--- src/hdl/assert_macros.svh ---
// assertion macros used by the rtl file of the id set table
// no dependencies; define NO_ASSERTIONS to compile the checks away
`ifndef ASSERT_MACROS_SVH
`define ASSERT_MACROS_SVH
`ifndef NO_ASSERTIONS
// property that must hold at every edge outside reset
`define IST_ASSERT(lbl, clk, rst, prop, msg) \
   lbl: assert property (@(posedge clk) disable iff (rst) (prop)) else $error(msg);
// consequence that must hold at the edge after the antecedent
`define IST_ASSERT_NEXT(lbl, clk, rst, ante, cons, msg) \
   lbl: assert property (@(posedge clk) disable iff (rst) (ante) |=> (cons)) else $error(msg);
`else
`define IST_ASSERT(lbl, clk, rst, prop, msg)
`define IST_ASSERT_NEXT(lbl, clk, rst, ante, cons, msg)
`endif
`endif

--- src/hdl/ist_pkg.sv ---
// shared types and codes of the id set table
// no dependencies; used by the channel interfaces and the top level
package ist_pkg;

   localparam int IDENT_W = 32;
   localparam int POS_W   = 4;
   localparam int COUNT_W = 5;

   typedef logic signed [IDENT_W-1:0] ident_type;
   typedef logic [POS_W-1:0]          position_type;
   typedef logic [COUNT_W-1:0]        count_type;

   // operation codes carried by a request beat
   typedef enum logic [1:0] {
      KIND_ADD    = 2'd0,
      KIND_DELETE = 2'd1,
      KIND_CHECK  = 2'd2,
      KIND_READ   = 2'd3
   } kind_type;

   // value returned for a read beyond the count
   localparam ident_type EMPTY_MARK = '1;

   // sequencer states
   typedef enum logic [2:0] {
      ST_IDLE,
      ST_READ,
      ST_SCAN,
      ST_SHIFT,
      ST_RESP
   } state_type;

endpackage

--- src/hdl/ist_req_if.sv ---
// request channel of the id set table: valid/ready plus the operation payload
// depends on ist_pkg
interface ist_req_if;
   import ist_pkg::*;

   logic         valid;
   logic         ready;
   kind_type     kind;
   ident_type    ident;
   position_type position;

   modport source (output valid, kind, ident, position, input ready);
   modport sink   (input valid, kind, ident, position, output ready);
endinterface

--- src/hdl/ist_rsp_if.sv ---
// response channel of the id set table: valid/ready plus the result payload
// depends on ist_pkg
interface ist_rsp_if;
   import ist_pkg::*;

   logic      valid;
   logic      ready;
   logic      ok;
   ident_type ident_out;
   count_type count;

   modport source (output valid, ok, ident_out, count, input ready);
   modport sink   (input valid, ok, ident_out, count, output ready);
endinterface

--- src/hdl/id_set_table.sv ---
// Set of non-negative 32-bit identifiers held packed in a one-port-read table
// memory with a fill count. One request beat at a time; each gives one response
// beat carrying the count after the operation. Timing is set by the single
// read port of the table memory, which a sequencer walks one entry a cycle:
// a read at a position reads the table on acceptance, registers the entry and
// then loads the response; add and check scan all held entries (stopping early
// when a match is found); delete scans up to the match, then moves each later
// entry down one slot. A negative identifier or a read beyond the count goes
// straight to the response. The next request is taken once the response is in
// the output register, even if not yet taken.
// No clearing pass after reset: slots at or beyond the count are never used.
// depends on ist_pkg, ist_req_if, ist_rsp_if and assert_macros.svh
`include "assert_macros.svh"

module id_set_table #(
   parameter int CAPACITY = 16
) (
   input  logic      clock,
   input  logic      reset,
   ist_req_if.sink   req_bus,
   ist_rsp_if.source rsp_bus
);
   import ist_pkg::*;

   localparam int AW = $clog2(CAPACITY);
   localparam int CW = $clog2(CAPACITY + 1);
   localparam int PW = (CW > POS_W) ? CW : POS_W;
   localparam logic [CW-1:0] CAP_CNT = CW'(CAPACITY);

   // sequencer and operation registers
   state_type       state_ff, state_in;
   kind_type        kind_ff;
   ident_type       ident_ff;
   logic [CW-1:0]   fill_ff, fill_in;
   logic [CW-1:0]   idx_ff, idx_in;
   logic [CW-1:0]   cmp_idx_ff, cmp_idx_in;
   logic            cmp_valid_ff, cmp_valid_in;
   logic            res_ok_ff, res_ok_in;
   ident_type       res_val_ff, res_val_in;

   // output register
   logic            rsp_valid_ff, rsp_valid_in;
   logic            rsp_ok_ff;
   ident_type       rsp_ident_ff;
   count_type       rsp_count_ff;

   // table memory
   ident_type       mem [CAPACITY];
   ident_type       rdata_ff;
   logic [AW-1:0]   rd_addr;
   logic [AW-1:0]   wr_addr;
   ident_type       wr_data;
   logic            mem_we;

   logic            accept;
   logic            in_range;
   logic            negative;
   logic            issue_more;
   logic            hit;
   logic            rsp_load;
   logic            shift_done;
   logic            shift_wr;
   logic [CW-1:0]   prev_idx;

   assign accept     = req_bus.valid && req_bus.ready;
   assign in_range   = PW'(req_bus.position) < PW'(fill_ff);
   assign negative   = req_bus.ident[IDENT_W-1];
   assign issue_more = idx_ff < fill_ff;
   assign hit        = cmp_valid_ff && (rdata_ff == ident_ff);
   assign rsp_load   = (state_ff == ST_RESP) && (!rsp_valid_ff || rsp_bus.ready);
   assign shift_done = (state_ff == ST_SHIFT) && !issue_more;
   assign shift_wr   = (state_ff == ST_SHIFT) && mem_we;
   assign prev_idx   = cmp_idx_ff - CW'(1);

   // next state
   always_comb begin
      state_in = state_ff;
      unique case (state_ff)
         ST_IDLE: begin
            if (accept) begin
               if (req_bus.kind == KIND_READ) begin
                  state_in = in_range ? ST_READ : ST_RESP;
               end else if (negative) begin
                  state_in = ST_RESP;
               end else begin
                  state_in = ST_SCAN;
               end
            end
         end
         ST_READ: begin
            state_in = ST_RESP;
         end
         ST_SCAN: begin
            if (hit) begin
               state_in = (kind_ff == KIND_DELETE) ? ST_SHIFT : ST_RESP;
            end else if (!issue_more) begin
               state_in = ST_RESP;
            end
         end
         ST_SHIFT: begin
            if (!issue_more) begin
               state_in = ST_RESP;
            end
         end
         ST_RESP: begin
            if (!rsp_valid_ff || rsp_bus.ready) begin
               state_in = ST_IDLE;
            end
         end
         default: begin
            state_in = ST_IDLE;
         end
      endcase
   end

   // handshake outputs
   always_comb begin
      req_bus.ready     = (state_ff == ST_IDLE);
      rsp_bus.valid     = rsp_valid_ff;
      rsp_bus.ok        = rsp_ok_ff;
      rsp_bus.ident_out = rsp_ident_ff;
      rsp_bus.count     = rsp_count_ff;
   end

   // scan, shift and memory port control
   always_comb begin
      fill_in      = fill_ff;
      idx_in       = idx_ff;
      cmp_idx_in   = cmp_idx_ff;
      cmp_valid_in = 1'b0;
      res_ok_in    = res_ok_ff;
      res_val_in   = res_val_ff;
      rd_addr      = idx_ff[AW-1:0];
      wr_addr      = fill_ff[AW-1:0];
      wr_data      = ident_ff;
      mem_we       = 1'b0;
      unique case (state_ff)
         ST_IDLE: begin
            if (accept) begin
               idx_in     = '0;
               res_ok_in  = 1'b0;
               res_val_in = '0;
               if (req_bus.kind == KIND_READ) begin
                  rd_addr = AW'(req_bus.position);
                  if (in_range) begin
                     res_ok_in = 1'b1;
                  end else begin
                     res_val_in = EMPTY_MARK;
                  end
               end
            end
         end
         ST_READ: begin
            res_val_in = rdata_ff;
         end
         ST_SCAN: begin
            // read one entry a cycle, compare the one read last cycle
            cmp_valid_in = issue_more;
            cmp_idx_in   = idx_ff;
            if (issue_more) begin
               idx_in = idx_ff + CW'(1);
            end
            if (hit) begin
               cmp_valid_in = 1'b0;
               res_ok_in    = 1'b1;
               idx_in       = cmp_idx_ff + CW'(1);
            end else if (!issue_more) begin
               // no match: append for add when there is room
               if ((kind_ff == KIND_ADD) && (fill_ff < CAP_CNT)) begin
                  mem_we    = 1'b1;
                  fill_in   = fill_ff + CW'(1);
                  res_ok_in = 1'b1;
               end else begin
                  res_ok_in = 1'b0;
               end
            end
         end
         ST_SHIFT: begin
            // read entry j, write it to j-1 on the next cycle
            cmp_valid_in = issue_more;
            cmp_idx_in   = idx_ff;
            if (issue_more) begin
               idx_in = idx_ff + CW'(1);
            end
            if (cmp_valid_ff) begin
               mem_we  = 1'b1;
               wr_addr = prev_idx[AW-1:0];
               wr_data = rdata_ff;
            end
            // the vacated top slot is beyond the count and never used
            if (!issue_more) begin
               fill_in = fill_ff - CW'(1);
            end
         end
         ST_RESP: begin
         end
         default: begin
         end
      endcase
   end

   // output register next valid
   always_comb begin
      if (rsp_load) begin
         rsp_valid_in = 1'b1;
      end else if (rsp_bus.ready) begin
         rsp_valid_in = 1'b0;
      end else begin
         rsp_valid_in = rsp_valid_ff;
      end
   end

   // control registers
   always_ff @(posedge clock) begin
      if (reset) begin
         state_ff     <= ST_IDLE;
         fill_ff      <= '0;
         cmp_valid_ff <= 1'b0;
         rsp_valid_ff <= 1'b0;
      end else begin
         state_ff     <= state_in;
         fill_ff      <= fill_in;
         cmp_valid_ff <= cmp_valid_in;
         rsp_valid_ff <= rsp_valid_in;
      end
   end

   // payload registers
   always_ff @(posedge clock) begin
      idx_ff     <= idx_in;
      cmp_idx_ff <= cmp_idx_in;
      res_ok_ff  <= res_ok_in;
      res_val_ff <= res_val_in;
      if (accept) begin
         kind_ff  <= req_bus.kind;
         ident_ff <= req_bus.ident;
      end
      if (rsp_load) begin
         rsp_ok_ff    <= res_ok_ff;
         rsp_ident_ff <= res_val_ff;
         rsp_count_ff <= COUNT_W'(fill_ff);
      end
   end

   // table memory, one write and one registered read per cycle
   always_ff @(posedge clock) begin
      if (mem_we) begin
         mem[wr_addr] <= wr_data;
      end
      rdata_ff <= mem[rd_addr];
   end

   // checks
   `IST_ASSERT(a_fill_bound, clock, reset, fill_ff <= CAP_CNT, "fill above capacity")
   `IST_ASSERT(a_hit_held, clock, reset, hit |-> (cmp_idx_ff < fill_ff), "match beyond count")
   `IST_ASSERT(a_shift_addr, clock, reset, shift_wr |-> (cmp_idx_ff < fill_ff), "shift range")
   `IST_ASSERT_NEXT(a_accept_busy, clock, reset, accept, state_ff != ST_IDLE, "idle after accept")
   `IST_ASSERT_NEXT(a_del_count, clock, reset, shift_done, $past(fill_ff) == fill_ff + CW'(1), "count")

endmodule
--- src/flat_wrapper.sv ---
// flat-port wrapper written by rule: the top's interface ports become plain ports
module id_set_table_flat import ist_pkg::*;
#(
   parameter int CAPACITY = 16
)
  (clock, reset, req_bus_valid, req_bus_kind, req_bus_ident, req_bus_position, req_bus_ready, rsp_bus_valid, rsp_bus_ok, rsp_bus_ident_out, rsp_bus_count, rsp_bus_ready);
  ist_req_if req_bus_i ();
  ist_rsp_if rsp_bus_i ();
  input  logic clock;
  input  logic reset;
  input wire logic [$bits(req_bus_i.valid)-1:0] req_bus_valid;
  input wire logic [$bits(req_bus_i.kind)-1:0] req_bus_kind;
  input wire logic [$bits(req_bus_i.ident)-1:0] req_bus_ident;
  input wire logic [$bits(req_bus_i.position)-1:0] req_bus_position;
  output wire logic [$bits(req_bus_i.ready)-1:0] req_bus_ready;
  output wire logic [$bits(rsp_bus_i.valid)-1:0] rsp_bus_valid;
  output wire logic [$bits(rsp_bus_i.ok)-1:0] rsp_bus_ok;
  output wire logic [$bits(rsp_bus_i.ident_out)-1:0] rsp_bus_ident_out;
  output wire logic [$bits(rsp_bus_i.count)-1:0] rsp_bus_count;
  input wire logic [$bits(rsp_bus_i.ready)-1:0] rsp_bus_ready;
  assign req_bus_i.valid = req_bus_valid;
  assign req_bus_i.kind = req_bus_kind;
  assign req_bus_i.ident = req_bus_ident;
  assign req_bus_i.position = req_bus_position;
  assign req_bus_ready = req_bus_i.ready;
  assign rsp_bus_valid = rsp_bus_i.valid;
  assign rsp_bus_ok = rsp_bus_i.ok;
  assign rsp_bus_ident_out = rsp_bus_i.ident_out;
  assign rsp_bus_count = rsp_bus_i.count;
  assign rsp_bus_i.ready = rsp_bus_ready;
  id_set_table #(.CAPACITY(CAPACITY)) u_core (.clock(clock), .reset(reset), .req_bus(req_bus_i), .rsp_bus(rsp_bus_i));
endmodule
--- config.mk ---
export PLATFORM = sky130hd
export DESIGN_NAME = id_set_table_flat
export DESIGN_NICKNAME = d
export VERILOG_FILES = /design/src/hdl/ist_pkg.sv /design/src/hdl/ist_req_if.sv /design/src/hdl/ist_rsp_if.sv /design/src/hdl/id_set_table.sv /design/src/flat_wrapper.sv
export VERILOG_INCLUDE_DIRS = /design/src /design/src/hdl
export SDC_FILE = /design/constraint.sdc
export NUM_CORES = 1
export LEC_CHECK = 0
export BUFFER_PORTS_ARGS = -buffer_cell sky130_fd_sc_hd__buf_2
export CAP_MARGIN = 10
export CORE_MARGIN = 2
export CORE_UTILIZATION = 60
export DETAILED_ROUTE_END_ITERATION = 12
export PLACE_DENSITY = 0.77
export SYNTH_ARGS = -nofsm -noshare
export SYNTH_HDL_FRONTEND = slang
export SYNTH_SLANG_ARGS = --single-unit
--- constraint.sdc ---
create_clock -name clock -period 6.7 [get_ports clock]
set_input_delay 0.67 -clock clock [delete_from_list [all_inputs] [get_ports clock]]
set_output_delay 0.67 -clock clock [all_outputs]
set_load 0.01 [all_outputs]
==> qor.yml, run 1 <==
status: "finished clean"
syn_area_per_cell_um2: 16.0
ys_warn_count: 0
diodes: 0
synth-edff-count: 627
io_pins: 82
ys_types: 57
insertion_delay_ns: 0.60
ys.flop_type: "edfxtp_1"
hp-start: "req_bus_ident[11]"
final-setup-viol-count: 0
numCtsBuffers: 67
end_kind: "flop"
hold_viol_final: 0
ys_seq_area_frac: 0.732
async_flop_share: 0
crit_path_start_kind: "flop"
synthTopCellsByArea: "edfxtp_1 (70%), mux2i_1 (4.9%), dfxtp_1 (3.1%), nand3_1 (2.7%), o22a_1 (2.1%)"
power_mw: 9.48
grt_usage: 0.279
clockBufferDepth: 3
wirelength_um: 64600
drtIter0Drc: 2270
root_buffer: "clkbuf_16"
r2r-start: "u_core.state_ff[2]"
synth_area_um2: 26900
cp.arrival_ns: 4.40
cp_cell_sequence: "nand2b_1 -> inv_1 -> nand3_2 -> buf_4 -> nand2_1 -> o21ai_1 -> nand2_1 -> nor2_4"
yosysTopAreaCellShare: 0.701
layout_commonest_cell: "edfxtp_1"
holdPathStages: 1
wire_per_inst_um: 26.8
min_to: "u_core.ident_ff[11]"
synth-seq-cells: 669
dieArea_um2: 46500
critPathSlowestCell: "nor2_4"
drive_gt1_frac: 0.196
detail-route-antenna-nets: 0
rows: 77
grt_pass1_vias: 15400
gp_congestion: 0.864
critPathMaxFanout: 35
cts_tree: "built"
placed_cell_area_um2: 28100
slowest_delay_ns: 0.92
maxCapViolCount: 0
tns_ns: 0
cts.sinks: 669
criticalPathCategory: "reg2reg"
areaGrowthSynthToFinish_pct: 12.9
synth_cells: 1678
syn_nets: 1734
hp-class: "in2reg"
drcViolationCount: 0
period_share: 0.626
viasPerCell: 6.58
rsz0062_at_grt: "no"
r2r_end: "u_core.mem[9][9]"
die_width_um: 216
utilization: 0.685
reg2reg_depth: 8
nets: 1818
clkSlewWorstSetupHoldPaths_ns: 0.06
regToRegSetupSlack_ns: 2.50
power_leakage_nw: 10.7
final.setup_skew_ns: 0.0244
fin_crit_ns: 4.20
die_h_um: 216
grt_max_degree: 97
p_per_area_nw_per_um2: 313
core-area_um2: 44200
htree_num_levels: 3
tightestPinTransition_ns: 1.16
relSlewSlack: 0.223
yosys.area.top_type: "edfxtp_1"
crit_required_ns: 6.90
io_buffers: 81
final_cell_mix: "edfxtp_1 (627), nand3_1 (142), mux2i_1 (129), a21oi_1 (109), o21ai_0 (100)"
overflow: 0
drt-pass1-iter-count: 6
ctsResizeCount: 0
fin_area_um2: 30300
vdd.ir_drop.worst_v: 0.000213
postCtsSetupBuffers: 0
routed-via-count: 15800
maxSlewViolCount: 0
grt_pass1_wl_um: 96200
dpl.hpwl_um: 36700
start_util: 0.607
hold_buffers: 0
cp_common_cell: "nand2_1"
max_freq_mhz: 238
antenna_found_initial: 0
[critical path, delay by kind of cell, from the launching register on]
family	cells	cell delay [ns]
AO/OA/AOI/OAI	1	0.33
buffers and inverters	2	0.83
flip-flops	1	0.51
AND/OR/NAND/NOR	5	2.08
[through the flow]
| stage | cells | hold slack, ns | setup slack [ns] |
|---|---|---|---|
| 6_report | 2407 | 0.252 | 2.50 |
| 4_1_cts | 2407 | 0.235 | 2.56 |
| 3_5_place_dp | 2285 | 0.405 | 2.55 |
| 5_1_grt | 2407 | 0.238 | 2.24 |
| 2_1_floorplan | 1678 | 0.400 | 2.05 |
| 3_3_place_gp | 2285 | 0.402 | 2.74 |
[flip-flops by register name (all words and copies together), names as in the netlist, 2 cells and up]
register                  cells
u_core.rdata_ff              32
u_core.ident_ff              32
u_core.fill_ff                5
u_core.rsp_bus.count          5
u_core.res_val_ff            32
u_core.kind_ff                2
u_core.cmp_idx_ff             5
u_core.idx_ff                 5
u_core.mem                  512
u_core.rsp_bus.ident_out     32
u_core.state_ff               3
[how the worst max path moves through the flow]
| stage | startpoint | to | slack [ns] |
|---|---|---|---|
| after floorplan | u_core.fill_ff[1] | u_core.mem[2][0] | 2.05 |
| after global placement | u_core.state_ff[2] | u_core.mem[9][9] | 2.74 |
| after detailed placement | u_core.state_ff[2] | u_core.mem[9][9] | 2.55 |
| after CTS | u_core.state_ff[2] | u_core.mem[9][9] | 2.56 |
| after global routing | u_core.state_ff[2] | u_core.mem[9][9] | 2.24 |
| final | u_core.state_ff[2] | u_core.mem[9][9] | 2.50 |
[synthesized netlist by cell type, types with 5 or more instances]
cell type / number
nand3_1: 144
xnor2_1: 32
edfxtp_1: 627
nor3_1: 12
buf_1: 7
a21o_1: 35
buf_6: 5
nand4_1: 7
nor3b_1: 7
a211oi_1: 6
ha_1: 13
o21ai_0: 100
a2111oi_2: 30
mux2_2: 32
clkbuf_1: 77
nor2_1: 29
o31ai_1: 6
inv_1: 15
nand3b_1: 6
mux2i_1: 132
xor2_1: 10
nand2_1: 19
a21oi_1: 110
dfxtp_1: 42
a31oi_1: 8
o22a_1: 64
mux2_4: 30
buf_2: 14
nand2b_1: 5
[area by class of cell]
cell class / instances / area, um2
clock buffer: 94 / 1960
clock inverter: 28 / 243
fill: 2795 / 13900
inverter: 16 / 65.1
multi-input combinational: 887 / 6910
sequential: 669 / 19700
tap: 592 / 741
timing repair buffer: 121 / 718
[power breakdown]
| group | total [mW] | switching, mW | leakage (nW) | internal [mW] |
|---|---|---|---|---|
| registers | 4.88 | 0.147 | 6.06 | 4.74 |
| logic | 0.879 | 0.564 | 3.57 | 0.315 |
| clock network | 3.72 | 1.51 | 1.10 | 2.20 |
[cells by family (layout without fill, tap and decap cells)]
| kind of cell | after synthesis | after routing | share of synthesized area |
|---|---|---|---|
| AO/OA/AOI/OAI | 381 | 381 | 0.0984 |
| AND/OR/NAND/NOR | 254 | 254 | 0.0488 |
| buffers and inverters | 122 | 259 | 0.0197 |
| flip-flops | 669 | 669 | 0.732 |
| XOR/XNOR | 42 | 42 | 0.0137 |
| multiplexers | 196 | 196 | 0.0802 |
| adder cells (fa/ha/maj) | 14 | 14 | 0.00680 |
[metal layers]
| metal | vias up | wire length (um) | GRT usage |
|---|---|---|---|
| met1 | 7856 | 25300 | 0.389 |
| met3 | 171 | 6540 | 0.0537 |
| met2 | 1026 | 30100 | 0.435 |
| li1 | 6778 | - | - |
| met5 | - | 0 | 0 |
| met4 | 0 | 2630 | 0.123 |
(Power assumes the default switching activity.)
==> run 2, diff against run 1 <==
ABC_AREA = 1   (was default)
CORE_UTILIZATION = 56   (was 60)
PLACE_DENSITY = 0.76   (was 0.77)
clock period = 3.5 ns   (was 6.7 ns; I/O delays follow)
==> qor.yml, run 2 <==
grt_max_degree: 141  # +45%
power.share.sequential: 0.485  # -0.030
top_register: "u_core.mem"
htree_num_levels: 3  # unchanged
maxCapViolCount: 0  # unchanged
largest_reg_flops: 512  # unchanged
r2r_end: "u_core.mem[13][4]"
synth_area_um2: 27300  # +1.5%
critPathMaxFanout: 12  # -66%
grt_pass1_wl_um: 102000  # +6.1%
status: "finished clean"
final.setup_skew_ns: 0.0231  # -0.00128 ns
gp_congestion: 0.937  # +8.5%
max_freq_mhz: 304  # +28%
synth-edff-count: 627  # unchanged
drt-pass1-iter-count: 6  # unchanged
synth_cells: 2217  # +32%
synthTopCellsByArea: "edfxtp_1 (69%), nand2_1 (8.7%), o211ai_1 (3.9%), nand3_1 (3.8%), dfxtp_1 (3.1%)"
syn_area_per_cell_um2: 12.3  # -23%
globalRouteMet1Util: 0.376  # -0.0133
grt_use_met3: 0.0643  # +0.0106
die_width_um: 225  # +4.2%
hold_viol_final: 0  # unchanged
p_int_mw: 14.0  # +94%
numCtsBuffers: 68  # +1.5%
vdd.ir_drop.worst_v: 0.000425  # +100%
yosys.area.top_type: "edfxtp_1"
synth-seq-cells: 669  # unchanged
grt_pass1_vias: 17300  # +12%
ys_warn_count: 0  # unchanged
cts_tree: "built"
final_cell_mix: "nand2_1 (632), edfxtp_1 (627), nand3_1 (207), o211ai_1 (142), inv_1 (92)"
fill_cells: 3299  # +18%
viasPerCell: 5.85  # -11%
maxSlewViolCount: 0  # unchanged
relSlewSlack: 0.534  # +0.311
drtIter0Drc: 2524  # +11%
io_buffers: 81  # unchanged
p_clk_frac: 0.362  # -0.030
tns_ns: 0  # unchanged
syn_nets: 2273  # +31%
p_per_area_nw_per_um2: 612  # +96%
yosys-top-cells-count: "nand2_1 (632), edfxtp_1 (627), nand3_1 (207), o211ai_1 (142), inv_1 (92)"
postCtsSetupBuffers: 0  # unchanged
reg2reg_depth: 9  # +1
yosysTopAreaCellShare: 0.690  # -0.0106
hold_ws_ns: 0.108  # -0.145 ns
criticalPathCategory: "reg2reg"
detail-route-antenna-nets: 0  # unchanged
areaGrowthSynthToFinish_pct: 15.3
grt_usage: 0.272  # -0.00743
end_kind: "flop"
top_usage_layer: "met2"
io_pins: 82  # unchanged
async_flop_share: 0  # unchanged
min_to: "u_core.rsp_bus.valid"
rsz0062_at_grt: "no"
wire_per_inst_um: 22.1  # -18%
nets: 2422  # +33%
overflow: 0  # unchanged
ctsResizeCount: 0  # unchanged
use_met2: 0.418  # -0.0166
period_share: 0.939  # +0.312
antenna_found_initial: 2  # +2
crit_required_ns: 3.80  # -3.10 ns
netSwitchingPower_mw: 5.20  # +130%
hp-class: "in2reg"
dpl.hpwl_um: 40400  # +10%
ys_types: 41  # -28%
switching_share: 0.270  # +0.0356
insertion_delay_ns: 0.60  # about the same
holdPathStages: 4  # +3
core-area_um2: 47900  # +8.4%
die_h_um: 225  # +4.2%
drcViolationCount: 0  # unchanged
cts.sinks: 669  # unchanged
pwr-share-comb: 0.153  # +0.060
clockBufferDepth: 3  # unchanged
hold_buffers: 35  # +35
clkSlewWorstSetupHoldPaths_ns: 0.06  # about the same
crit_path_start_kind: "flop"
regToRegSetupSlack_ns: 0.21  # -2.29 ns
cp.arrival_ns: 3.59  # -0.81 ns
ys.flop_type: "edfxtp_1"
drive_gt1_frac: 0.130  # -0.0658
root_buffer: "clkbuf_16"
routed-via-count: 17700  # +12%
yosysMostFrequentCell: "nand2_1"
dieArea_um2: 50500  # +8.6%
r2r-start: "u_core.idx_ff[3]"
ys_seq_area_frac: 0.721  # -0.0111
hp-start: "rsp_bus_ready"
tightestPinTransition_ns: 0.698  # -0.464 ns
start_util: 0.569  # -0.0385
rows: 80  # +3.9%
layout_commonest_cell: "nand2_1"
wirelength_um: 67100  # +3.8%
power_leakage_nw: 11.4  # +6.2%
fin_crit_ns: 3.29  # -0.912 ns
final-setup-viol-count: 0  # unchanged
## run 2: changes by cell type after synthesis, moves of 45 or more
cell | previous run | this run
o22a_1 | 64 | 0
inv_1 | 15 | 92
or2_0 | 0 | 82
nand3_1 | 144 | 207
clkbuf_1 | 77 | 32
a21oi_1 | 110 | 15
nand2_1 | 19 | 632
buf_2 | 14 | 64
mux2i_1 | 132 | 3
o211ai_1 | 0 | 142
## run 2: area by class of cell
type	instances	area [um2]	share of cell area
sequential	669	19700	0.626
multi-input combinational	1332	6830	0.217
timing repair buffer	195	1650	0.0525
antenna	2	5.00	0.000159
inverter	100	382	0.0121
tap	615	769	0.0245
clock inverter	39	299	0.00951
clock buffer	81	1830	0.0582
## run 2: stage by stage
stage | power, mW | utilization | instance area (um2) | instances | worst slack (ns)
finish | 19.2 | 0.656 | 31400 | 3033 | 0.214
global placement | 12.3 | 0.604 | 28900 | 2876 | 0.304
floorplan | 11.3 | - | 27300 | 2217 | 0.0667
CTS | 19.3 | 0.655 | 31400 | 3031 | 0.221
detailed placement | 12.3 | 0.604 | 28900 | 2876 | 0.247
global route | 19.9 | 0.655 | 31400 | 3031 | 0.0571
## run 2: metal layers
metal  up-vias  wire length, um
met2       992            30600
met5         -                0
li1       8113                -
met3       156             6810
met1      8467            27200
met4         0             2480
## run 2: worst max-delay path: stages (launching register included)
cell and delay (ns):
edfxtp_1 0.50, ha_1 0.33, nand2_1 0.07, or2_2 0.30, nand3_1 0.22, nand4_1 0.30, nand2_1 0.22, nand3_1 0.33
nor2_4 0.50, buf_12 0.22
## run 2: worst max path at each step
stage,slack (ns),to,cells after the start,start
2_1_floorplan,0.07,u_core.mem[12][0],8,u_core.idx_ff[2]
3_3_place_gp,0.30,u_core.mem[13][6],9,u_core.idx_ff[2]
3_5_place_dp,0.25,u_core.mem[13][1],9,u_core.idx_ff[2]
4_1_cts,0.22,u_core.mem[13][4],9,u_core.idx_ff[2]
5_1_grt,0.06,u_core.mem[13][1],9,u_core.idx_ff[3]
6_report,0.21,u_core.mem[13][4],9,u_core.idx_ff[3]
## run 2: logic make-up after synthesis
| kind of cell | count (synthesis) | share of synthesized area |
|---|---|---|
| buffers and inverters | 216 | 0.0349 |
| multiplexers | 4 | 0.00193 |
| AND/OR/NAND/NOR | 1052 | 0.171 |
| flip-flops | 669 | 0.721 |
| XOR/XNOR | 18 | 0.00578 |
| AO/OA/AOI/OAI | 244 | 0.0589 |
| adder cells (fa/ha/maj) | 14 | 0.00670 |
## run 2: power groups by stage
stage	Clock, mW	Sequential, mW	Combinational, mW
6_report	6.97	9.34	2.94
5_1_grt	7.36	9.36	3.21
4_1_cts	7.05	9.33	2.90
3_5_place_dp	0	9.50	2.84
3_3_place_gp	0	9.49	2.79
2_1_floorplan	0	9.46	1.83
